### config.mk
export PLATFORM = sky130hd
export DESIGN_NAME = icap_header_line_classifier_flat
export DESIGN_NICKNAME = d
export VERILOG_FILES = /design/src/ihlc_pkg.sv /design/src/icap_if.sv /design/src/icap_header_line_classifier.sv /design/src/flat_wrapper.sv
export SDC_FILE = /design/constraint.sdc
export NUM_CORES = 1
export LEC_CHECK = 0
export BUFFER_PORTS_ARGS = -buffer_cell sky130_fd_sc_hd__buf_4
export CORE_MARGIN = 3
export CORE_UTILIZATION = 53
export DETAILED_ROUTE_END_ITERATION = 8
export MAX_ROUTING_LAYER = met4
export PLACE_DENSITY = 0.75
export SETUP_SLACK_MARGIN = 0.5
export SYNTH_ARGS = -nofsm -noshare
export SYNTH_HDL_FRONTEND = slang
export SYNTH_SLANG_ARGS = --single-unit
export TNS_END_PERCENT = 10
### constraint.sdc
create_clock -name clk -period 3 [get_ports clk]
set_input_delay 0.6 -clock clk [delete_from_list [all_inputs] [get_ports clk]]
set_output_delay 0.6 -clock clk [all_outputs]
set_load 0.01 [all_outputs]
### src/ihlc_pkg.sv
// Types and constants of the ICAP header line classifier.
`default_nettype none
package ihlc_pkg;

  typedef struct packed {
    logic [7:0] data_byte;
    logic       packet_last;
  } in_item_t;

  typedef struct packed {
    logic       line_done;
    logic [1:0] line_kind;
    logic [2:0] message_type;
    logic       in_data;
    logic       packet_done;
  } out_item_t;

  // Line kinds
  localparam logic [1:0] KIND_START  = 2'd0;
  localparam logic [1:0] KIND_BLANK  = 2'd1;
  localparam logic [1:0] KIND_FIELD  = 2'd2;
  localparam logic [1:0] KIND_NOTHDR = 2'd3;

  // Message types
  localparam logic [2:0] MT_OPTIONS  = 3'd0;
  localparam logic [2:0] MT_REQMOD   = 3'd1;
  localparam logic [2:0] MT_RESPMOD  = 3'd2;
  localparam logic [2:0] MT_RESPONSE = 3'd3;
  localparam logic [2:0] MT_OTHER    = 3'd4;

  localparam int unsigned KW_COUNT = 4;
  localparam logic [3:0]  POS_MAX  = 4'd8;

  localparam logic [7:0] CHR_CR    = 8'h0D;
  localparam logic [7:0] CHR_LF    = 8'h0A;
  localparam logic [7:0] CHR_COLON = 8'h3A;

  // Keyword text, unused tail positions are never compared.
  localparam logic [7:0] KW_TEXT [KW_COUNT][8] = '{
    '{"I", "C", "A", "P", "/", 8'h00, 8'h00, 8'h00},
    '{"R", "E", "Q", "M", "O", "D", " ", 8'h00},
    '{"O", "P", "T", "I", "O", "N", "S", " "},
    '{"R", "E", "S", "P", "M", "O", "D", " "}
  };
  localparam logic [3:0] KW_LEN  [KW_COUNT] = '{4'd5, 4'd7, 4'd8, 4'd8};
  localparam logic [2:0] KW_TYPE [KW_COUNT] = '{MT_RESPONSE, MT_REQMOD, MT_OPTIONS, MT_RESPMOD};

endpackage
`default_nettype wire

### src/icap_if.sv
// Valid/ready channel interfaces for input bytes and classification results.
`default_nettype none
interface icap_in_if;
  logic               valid;
  logic               ready;
  ihlc_pkg::in_item_t payload;

  modport source (output valid, output payload, input ready);
  modport sink   (input valid, input payload, output ready);
  modport mon    (input valid, input ready, input payload);
endinterface

interface icap_out_if;
  logic                valid;
  logic                ready;
  ihlc_pkg::out_item_t payload;

  modport source (output valid, output payload, input ready);
  modport sink   (input valid, input payload, output ready);
  modport mon    (input valid, input ready, input payload);
endinterface
`default_nettype wire

### src/icap_header_line_classifier.sv
// ICAP header line classifier: per-byte line split, classification, type latch.
// Each accepted input byte has its result registered into the output register.
// Throughput: one byte per cycle; input ready follows the output register (free or taken).
// The line state and the result are both updated at the input transaction edge.
// Synchronous active-low reset clears all line and packet state; so does the last byte.
`default_nettype none
module icap_header_line_classifier (
  input  wire logic     clk,
  input  wire logic     rst_n,
  icap_in_if.sink       in_ch,
  icap_out_if.source    out_ch
);

  localparam logic [1:0] FS_UNDEC = 2'd0;
  localparam logic [1:0] FS_COLON = 2'd1;
  localparam logic [1:0] FS_REJ   = 2'd2;

  logic       data_mode_r, data_mode_nxt;
  logic [3:0] pos_r, pos_nxt;
  logic [3:0] alive_r, alive_nxt;
  logic [1:0] field_r, field_nxt;
  logic [2:0] ltype_r, ltype_nxt;
  logic       cr_seen_r, cr_seen_nxt;

  logic                out_valid_r;
  ihlc_pkg::out_item_t out_item_r, out_item_nxt;

  logic       accept;
  logic [7:0] b;
  logic       last;
  logic       is_term, is_sep, swallow;

  logic [3:0] upd_alive, fin_alive;
  logic [3:0] upd_pos, fin_pos;
  logic [1:0] upd_field, fin_field;
  logic [3:0] match;
  logic [2:0] hit_type;
  logic       finish;
  logic [1:0] kind;

  assign in_ch.ready = !out_valid_r || out_ch.ready;
  assign accept      = in_ch.valid && in_ch.ready;
  assign b           = in_ch.payload.data_byte;
  assign last        = in_ch.payload.packet_last;

  assign out_ch.valid   = out_valid_r;
  assign out_ch.payload = out_item_r;

  assign is_term = (b == ihlc_pkg::CHR_CR) || (b == ihlc_pkg::CHR_LF);
  assign swallow = cr_seen_r && (b == ihlc_pkg::CHR_LF);

  always_comb begin
    case (b) inside
      "(", ")", "<", ">", "@", ",", ";", "\\",
      "\"", "/", "[", "]", "?", "=", "{", "}": is_sep = 1'b1;
      default:                                  is_sep = 1'b0;
    endcase
  end

  // Content byte update
  always_comb begin
    upd_alive = alive_r;
    for (int k = 0; k < ihlc_pkg::KW_COUNT; k++) begin
      if (pos_r < ihlc_pkg::KW_LEN[k] && ihlc_pkg::KW_TEXT[k][pos_r[2:0]] != b)
        upd_alive[k] = 1'b0;
    end
    upd_field = field_r;
    if (field_r == FS_UNDEC) begin
      if (b < 8'h20 || b > 8'h7E)       upd_field = FS_REJ;
      else if (b == ihlc_pkg::CHR_COLON) upd_field = FS_COLON;
      else if (is_sep)                   upd_field = FS_REJ;
    end
    upd_pos = (pos_r < ihlc_pkg::POS_MAX) ? pos_r + 4'd1 : pos_r;
  end

  // Terminators classify the line as it stands; a last content byte is included.
  assign fin_alive = is_term ? alive_r : upd_alive;
  assign fin_pos   = is_term ? pos_r   : upd_pos;
  assign fin_field = is_term ? field_r : upd_field;
  assign finish    = !swallow && !data_mode_r && (is_term || last);

  always_comb begin
    for (int k = 0; k < ihlc_pkg::KW_COUNT; k++)
      match[k] = fin_alive[k] && (fin_pos >= ihlc_pkg::KW_LEN[k]);
    hit_type = ihlc_pkg::MT_OTHER;
    for (int k = ihlc_pkg::KW_COUNT - 1; k >= 0; k--)
      if (match[k]) hit_type = ihlc_pkg::KW_TYPE[k];
    if (|match)                 kind = ihlc_pkg::KIND_START;
    else if (fin_pos == 4'd0)   kind = ihlc_pkg::KIND_BLANK;
    else if (fin_field == FS_COLON) kind = ihlc_pkg::KIND_FIELD;
    else                        kind = ihlc_pkg::KIND_NOTHDR;
  end

  always_comb begin
    data_mode_nxt = data_mode_r;
    pos_nxt       = pos_r;
    alive_nxt     = alive_r;
    field_nxt     = field_r;
    ltype_nxt     = ltype_r;
    cr_seen_nxt   = 1'b0;

    out_item_nxt              = '0;
    out_item_nxt.packet_done  = last;
    out_item_nxt.in_data      = !swallow && data_mode_r;

    if (!swallow && !data_mode_r) begin
      if (!is_term) begin
        pos_nxt   = upd_pos;
        alive_nxt = upd_alive;
        field_nxt = upd_field;
      end
      if (b == ihlc_pkg::CHR_CR) cr_seen_nxt = 1'b1;
    end

    if (finish) begin
      out_item_nxt.line_done = 1'b1;
      out_item_nxt.line_kind = kind;
      if (|match && ltype_r == ihlc_pkg::MT_OTHER) ltype_nxt = hit_type;
      if (kind == ihlc_pkg::KIND_NOTHDR) data_mode_nxt = 1'b1;
      pos_nxt   = 4'd0;
      alive_nxt = 4'hF;
      field_nxt = FS_UNDEC;
    end

    out_item_nxt.message_type = ltype_nxt;

    if (last) begin
      data_mode_nxt = 1'b0;
      pos_nxt       = 4'd0;
      alive_nxt     = 4'hF;
      field_nxt     = FS_UNDEC;
      ltype_nxt     = ihlc_pkg::MT_OTHER;
      cr_seen_nxt   = 1'b0;
    end
  end

  always_ff @(posedge clk) begin
    if (!rst_n) begin
      data_mode_r <= 1'b0;
      pos_r       <= 4'd0;
      alive_r     <= 4'hF;
      field_r     <= FS_UNDEC;
      ltype_r     <= ihlc_pkg::MT_OTHER;
      cr_seen_r   <= 1'b0;
      out_valid_r <= 1'b0;
    end else begin
      if (accept) begin
        data_mode_r <= data_mode_nxt;
        pos_r       <= pos_nxt;
        alive_r     <= alive_nxt;
        field_r     <= field_nxt;
        ltype_r     <= ltype_nxt;
        cr_seen_r   <= cr_seen_nxt;
        out_valid_r <= 1'b1;
      end else if (out_ch.ready) begin
        out_valid_r <= 1'b0;
      end
    end
  end

  always_ff @(posedge clk) begin
    if (accept) out_item_r <= out_item_nxt;
  end

endmodule
`default_nettype wire

### src/flat_wrapper.sv
// flat-port wrapper written by rule: the top's interface ports become plain ports
module icap_header_line_classifier_flat 
  (clk, rst_n, in_ch_valid, in_ch_payload, in_ch_ready, out_ch_valid, out_ch_payload, out_ch_ready);
  icap_in_if in_ch_i ();
  icap_out_if out_ch_i ();
  input  wire logic clk;
  input  wire logic rst_n;
  input wire logic [$bits(in_ch_i.valid)-1:0] in_ch_valid;
  input wire logic [$bits(in_ch_i.payload)-1:0] in_ch_payload;
  output wire logic [$bits(in_ch_i.ready)-1:0] in_ch_ready;
  output wire logic [$bits(out_ch_i.valid)-1:0] out_ch_valid;
  output wire logic [$bits(out_ch_i.payload)-1:0] out_ch_payload;
  input wire logic [$bits(out_ch_i.ready)-1:0] out_ch_ready;
  assign in_ch_i.valid = in_ch_valid;
  assign in_ch_i.payload = in_ch_payload;
  assign in_ch_ready = in_ch_i.ready;
  assign out_ch_valid = out_ch_i.valid;
  assign out_ch_payload = out_ch_i.payload;
  assign out_ch_i.ready = out_ch_ready;
  icap_header_line_classifier u_core (.clk(clk), .rst_n(rst_n), .in_ch(in_ch_i), .out_ch(out_ch_i));
endmodule
Word-level counts from Yosys, hierarchy flattened:

Memories as Yosys holds them, arrays and structs flattened.
Index checks and enable logic that the tools add are counted.

* word-level logic and storage cells: 133
* memories: 4
* memory bits (read-only): 256
* bits of input ports: 13
* bits in registers: 24
* output and inout bits: 10

* bitwise gates (word level): 1
* equal/unequal tests: 26
* $lt $le $gt $ge: 9
* add/subtract/negate cells: 1
* reduce and logical (&&, ||, !) cells: 31
* mux-type cells: 49

Memories
* (no name shown): words 8, bits a word 8, read ports 1, clocked after Yosys merged registers in 0, wr ports 0, line icap_header_line_classifier.sv:64 `if (pos_r < ihlc_pkg::KW_LEN[k] && ihlc_pkg::KW_TEXT[k][pos_r[2:0]] != b)`
* (no name shown): words 8, bits a word 8, read ports 1, clocked after Yosys merged registers in 0, wr ports 0, line icap_header_line_classifier.sv:64
* (no name shown): words 8, bits a word 8, read ports 1, clocked after Yosys merged registers in 0, wr ports 0, line icap_header_line_classifier.sv:64
* (no name shown): words 8, bits a word 8, read ports 1, clocked after Yosys merged registers in 0, wr ports 0, line icap_header_line_classifier.sv:64

Operators with widths (count)
* equality test 8 x 6 -> 1 bit (second input constant): 11
* 2-to-1 mux 8 bit: 8
* equality test 8 x 7 -> 1 bit (second input constant): 6
* 2-to-1 mux 4 bit: 9
* != test 8 bit: 4
* 2-to-1 mux 3 bit: 8
* 2-to-1 mux 2 bit: 10
* equality test 8 x 4 -> 1 bit (second input constant): 2
* OR reduction 16 bit: 1
* logical AND 1 bit: 14
* 2-to-1 mux 1 bit: 14
* >= comparator 4 x 3 -> 1 bit (second input constant): 2
* >= comparator 4 bit (second input constant): 2
* > comparator 8 x 7 -> 1 bit (second input constant): 1
* < comparator 4 x 3 -> 1 bit (second input constant): 2
* < comparator 8 x 6 -> 1 bit (second input constant): 1
* nonzero test 2 bit: 3
* adder 4 x 1 -> 4 bit (second input constant): 1
* zero test 4 bit: 1
* logical OR 1 bit: 4
* < comparator 4 bit (second input constant): 1
* NOT 3 -> 4 bit: 1
* OR reduction 4 bit: 1
* equality test 3 bit (second input constant): 1
* other kinds (7): 9

Longest topological paths before layout:

Gate-level depths: netlist of the first run.

* word-level depth: 16
* depth in mapped cells: 11
* depth with buffers taken out: 9

Worst setup path before layout of the first run:

OpenSTA, ideal clock, no wires.

* path type: register to register
* from: register u_core.pos_r[0]
* to: register u_core.out_item_r (netlist bit u_core.out_ch.payload[4]) (data pin)
* path slack: 191 ps
* cell stages (with the launch flop): 11
* arrival: 2554 ps
* data required time: 2745 ps
* buffers on the path: 2
* clock period less this slack: 2809 ps
* setup time: 255 ps
* cell sequence: dfxtp_1 > buf_2 > inv_1 > ha_1 > buf_4 > xor2_1 > or4_4 > o311ai_4 > a32oi_1 > a211o_1 > and2_1

RTL lines
* from (decl): line icap_header_line_classifier.sv:19 `logic [3:0] pos_r, pos_nxt;`
* from (signal assigned): line icap_header_line_classifier.sv:149 `pos_r <= pos_nxt;`
* to (signal assigned): line icap_header_line_classifier.sv:162 `if (accept) out_item_r <= out_item_nxt;`
* to (decl): line icap_header_line_classifier.sv:26 `ihlc_pkg::out_item_t out_item_r, out_item_nxt;`

==> qor.yml, run 1 <==
fillers: 319
grt_max_degree: 20
rows: 22
drc: 0
synth-async-reset-ratio: 0
cts_max_level: 1
fin_crit_ns: 2.534
dieArea_mm2: 0.004701
antenna_found_initial: 0
final-setup-viol-count: 0
fin_crit_sh: 0.8445
cts.sinks: 24
layout-drive-gt1-share: 0.2671
netlist_area_mm2: 0.002074
clock_latency_ns: 0.27
yosysSeqAreaShare: 0.2702
critPathMaxFanout: 7
synth.largest_area_cell: "dfxtp_1"
max_freq_mhz: 394.7
final-max-slew-violation-count: 0
tritoncts: "yes"
reg2reg_slack_ns: 0.47
yosys.area.top_type_share: 0.1544
path_clk_slew_ns: 0.09
core_area_mm2: 0.003716
fin_skew_ns: 0.002313
outcome: "completed"
ios: 23
syn_avg_cell_area_um2: 8.041
drt_wl_total_mm: 5.563
ys_types: 62
hold_viol_final: 0
antenna-diode-count: 0
die_h_um: 68.57
arrival_ns: 2.57
dr.pass1.iters: 5
instances_no_fill: 340
track_usage: 0.2640
power.leakage_nw: 1.057
power_density_mw_per_mm2: 329.5
peakVddDrop_uv: 230.0
start_util: 0.5582
die_x_um: 68.57
multi_input_area_mm2: 0.001494
critPathRequiredTime_ns: 3.03
placed_cells: 322
nNetsFinal: 314
ys_top_cells_by_area: "dfxtp_1, edfxtp_1, ha_1"
numCtsBuffers: 3
cts_root_buffer: "clkbuf_8"
grt_pass1_vias: 1977
start_kind: "flop"
syn_inst: 258
final_antenna_net_count: 0
ys_ff_latch: 24
clockBufferDepth: 2
synth_ff_type: "dfxtp_1"
area_delta_synth_final_pct: 26.66
relSlewSlack: 0.6922
worst_setup_path_end_kind: "flop"
drt-initial-drc-count: 203
syn-num-nets: 279
gp_congestion: 0.9818
synth_commonest_cells: "nand2_1, nor2_1, o21ai_0, dfxtp_1, a21oi_1"
wl_per_cell_um: 16.36
vias: 2125
critical_path_class: "reg2reg"
holdCritPathClass: "reg2reg"
rsz0062_at_grt: "true"
max-cap-violations: 0
portBuffers: 22
synth_edf_count: 8
hold_ws_ns: 0.4887
grt_pass1_wl_mm: 9.315
finalSetupTns_ns: 0
register_area_um2: 571.8
tightest_slew_ns: 0.4596
grt.overflow.total: 0
ys_warn_count: 0
routed_via_density: 6.250
dp_hpwl_mm: 3.912
## metrics by stage
stage / cell area, µm² / power [W] / utilization / setup slack (ns)
finish: 2628 / 0.0008659 / 0.7071 / 0.4664
global route: 2628 / 0.0008980 / 0.7071 / 0.3203
CTS: 2628 / 0.0008579 / 0.7071 / 0.4973
detailed placement: 2317 / 0.0005590 / 0.6236 / 0.2256
global placement: 2317 / 0.0005561 / 0.6236 / 0.2717
floorplan: 2117 / 0.0004963 / - / 0.3657
## flip-flops by register name (all words and copies together), names as in the netlist
register and flops:
u_core.alive_r 4, u_core.field_r 2, u_core.out_ch.payload 8, u_core.ltype_r 3
u_core.cr_seen_r 1, u_core.data_mode_r 1, u_core.out_ch.valid 1, u_core.pos_r 4
## area by class of cell
class	count	share of cell area
clock buffers	3	0.01571
clock inverters	1	0.01143
inverters	13	0.02333
multi-input cells	205	0.5686
flip-flops and latches	24	0.2176
well taps	48	0.02286
repair buffers	46	0.1405
## cells by family after synthesis
kind of cell	Yosys count	synth area share
simple gates	104	0.2708
compound gates	74	0.2618
buf+inv	29	0.06634
flops	24	0.2702
xor+xnor	15	0.06333
fa+ha+maj	8	0.04825
mux	4	0.01930
## timing repair
item                       CTS  global route
pin swaps                   11             0
buffers inserted            14             0
setup endpoints to repair    4             8
hold buffers                 0             0
gates resized for setup     24             0
## power breakdown
part / internal [W] / total [W] / switching [W]
registers: 0.000349 / 0.000359 / 0.0000104
logic: 0.0000985 / 0.000221 / 0.000123
clock network: 0.000178 / 0.000285 / 0.000107
## layer usage
layer	up-vias	routed length [µm]	track usage
li1	1014	-	-
met1	1012	2529	0.3581
met2	93	2589	0.4207
met3	6	391	0.04700
met4	0	53	0.03722
met5	-	0	-
## placed cells by master, fill, tap and decap left out, drive strengths merged, types with 7 or more instances in the layout
cell type  instances
nand3             10
nor2b             11
buf               46
dfxtp             16
nand2             20
ha                 8
edfxtp             8
xnor2              8
nor3               7
xor2               7
a21oi             13
o21ai             18
nor2              21
inv               12
nand2b             7
## worst paths after layout
check / start / endpoint / depth (start not counted)
setup / recovery: u_core.pos_r[1] / u_core.out_ch.payload[4] / 10
hold / removal: u_core.alive_r[3] / u_core.alive_r[3] / 2
setup reg to reg: u_core.pos_r[1] / u_core.out_ch.payload[4] / 10
hold reg to reg: u_core.alive_r[3] / u_core.alive_r[3] / 2
## worst max-delay path, stage by stage (launching register included)
cell and delay, ns:
dfxtp_4 0.38, buf_4 0.15, ha_4 0.18, xnor2_1 0.16, a31oi_1 0.11, o32a_1 0.23, o41ai_2 0.38, buf_4 0.18
a32oi_2 0.06, a211o_1 0.32, and2_1 0.15
Power figures use the tool's default switching activity.
==> inputs of run 2 (changes only) <==
Settings changed: CORE_UTILIZATION 53 to 55.
Clock period 3 ns to 2.58 ns, I/O delays scaled along.
==> run 2 against run 1 <==
Compared with the run above: the run now ends with negative setup slack left; die area fell by 3.3%; clock skew rose by 0.0057 ns; clock-buffer cell count did not move; first-iteration DRC count fell by 20%; maximum frequency fell by 2.2%.
==> qor.yml, run 2 (same netlist as run 1, synthesis figures left out) <==
outcome: "finished with violations"
power.internal_w: 0.0007298
grt_max_degree: 23
drc: 0
hold_ws_ns: 0.4882
final_antenna_net_count: 0
final_common_cell: "buf_4"
hold_viol_final: 0
numCtsBuffers: 3
crit_family: "compound AO/OA/AOI/OAI gates"
rows: 21
tritoncts: "yes"
placed_cells: 341
path_clk_slew_ns: 0.09
clockBufferDepth: 2
fin_crit_ns: 2.592
core_area_mm2: 0.003495
instances_no_fill: 351
area_delta_synth_final_pct: 30.28
final-setup-viol-count: 1
nNetsFinal: 327
vias: 2099
ios: 23
cts_max_level: 1
power.leakage_nw: 1.103
mostFrequentLayoutCells: "buf_4, nand2_1, nor2_1, o21ai_0, dfxtp_1"
cts.sinks: 24
combPwrFrac: 0.255
die_x_um: 67.42
cts_root_buffer: "clkbuf_8"
dieArea_mm2: 0.004545
start_kind: "flop"
layout-drive-gt1-share: 0.3082
relSlewSlack: 0.6926
multi_input_area_mm2: 0.001489
seq_power_share: 0.416
antenna-diode-count: 0
crit_chain: "ha_4 > ha_2 > xor2_1 > or4_4 > o311ai_4 > a32oi_2 > a211o_1 > and2_1"
die_h_um: 67.42
postCtsHoldBufs: 0
clock_latency_ns: 0.27
grt_pass1_wl_mm: 8.990
peakVddDrop_uv: 360.1
switching_share: 0.2750
routed_via_density: 5.980
dp_hpwl_mm: 4.009
holdCritPathClass: "reg2reg"
critPathMaxFanout: 6
critical_path_class: "reg2reg"
fin_crit_sh: 1.004
largest_reg_flops: 8
portBuffers: 22
grt.overflow.total: 0
cp.buffers_inverters: 0
worst_setup_path_end_kind: "flop"
track_usage: 0.2693
timing.final.ws_setup_ns: -0.01152
drt-initial-drc-count: 162
violations: "negative setup slack"
grt_pass1_vias: 1870
max_freq_mhz: 385.9
arrival_ns: 2.62
clkPwrFrac: 0.329
p_total_w: 0.001007
slowest_stage: "or4_4"
start_util: 0.5936
rsz0062_at_grt: "true"
fin_skew_ns: 0.008032
register_area_um2: 569.3
final-max-slew-violation-count: 0
antenna_found_initial: 0
gp_congestion: 0.9207
drt_wl_total_mm: 5.711
wl_per_cell_um: 16.27
switchingPower_w: 0.0002769
max-cap-violations: 0
slowest_delay_ns: 0.52
fillers: 264
tightest_slew_ns: 0.4591
dr.pass1.iters: 4
critPathRequiredTime_ns: 2.61
power_density_mw_per_mm2: 372.5
## run 2: cell count changes in the layout (fill, tap and decap cells not counted), moves of 2 or more
cell     change
buf_4       +14
inv_4        +2
inv_6        -2
o21ai_0      -2
o41ai_2      +2
## run 2: path summary, 6_finish.rpt
| kind | from | to | slack, ns | cells after the start |
|---|---|---|---|---|
| max | u_core.pos_r[1] | u_core.out_ch.payload[4] | -0.01 | 8 |
| min | u_core.alive_r[3] | u_core.alive_r[3] | 0.49 | 2 |
| max reg2reg | u_core.pos_r[1] | u_core.out_ch.payload[4] | -0.01 | 8 |
| min reg2reg | u_core.alive_r[3] | u_core.alive_r[3] | 0.49 | 2 |
## run 2: what timing repair did
item                                    in CTS  in global routing
endpoints found under the hold margin        0                  0
gates cloned                                 0                  0
endpoints found under the setup margin      10                 14
pin swaps                                    5                 11
gates resized for setup                     12                 11
setup buffers                                4                  2
## run 2: routing by layer
layer  global-route usage  vias up  share of wire
met5                    -        -              0
met3              0.04659        6          0.059
met2               0.4160       76           0.48
li1                     -     1042              -
met4              0.04557        0         0.0093
met1               0.3742      975           0.46
## run 2: layout make-up
type                            count  area share
Clock buffer                        3     0.01528
Clock inverter                      1     0.01111
Inverter                           13     0.02083
Multi-Input combinational cell    205      0.5509
Sequential cell                    24      0.2106
Tap cell                           46     0.02130
Timing Repair Buffer               59      0.1699
## run 2: tightest hold or removal path, stage by stage, from the launching register on
cell,delay (ns)
dfxtp_1,0.35
a21oi_1,0.06
nand2_1,0.05
## run 2: power groups by stage
| stage | sequential, W | clock (W) | combinational, W |
|---|---|---|---|
| floorplan | 0.000429 | 0 | 0.000148 |
| global placement | 0.000427 | 0 | 0.000235 |
| detailed placement | 0.000428 | 0 | 0.000238 |
| CTS | 0.000418 | 0.000332 | 0.000245 |
| global route | 0.000420 | 0.000345 | 0.000282 |
| finish | 0.000419 | 0.000331 | 0.000257 |
## run 2: per-stage QoR
| stage | setup slack [ns] | area [µm²] | utilization | setup TNS [ns] |
|---|---|---|---|---|
| 3_5_place_dp | -0.09722 | 2485 | 0.7111 | -0.1608 |
| 3_3_place_gp | -0.05683 | 2485 | 0.7111 | -0.06854 |
| 2_1_floorplan | -0.05432 | 2117 | - | -0.05432 |
| 4_1_cts | 0.04429 | 2636 | 0.7544 | 0 |
| 6_report | -0.01152 | 2703 | 0.7734 | -0.01152 |
| 5_1_grt | -0.08068 | 2703 | 0.7734 | -0.1934 |
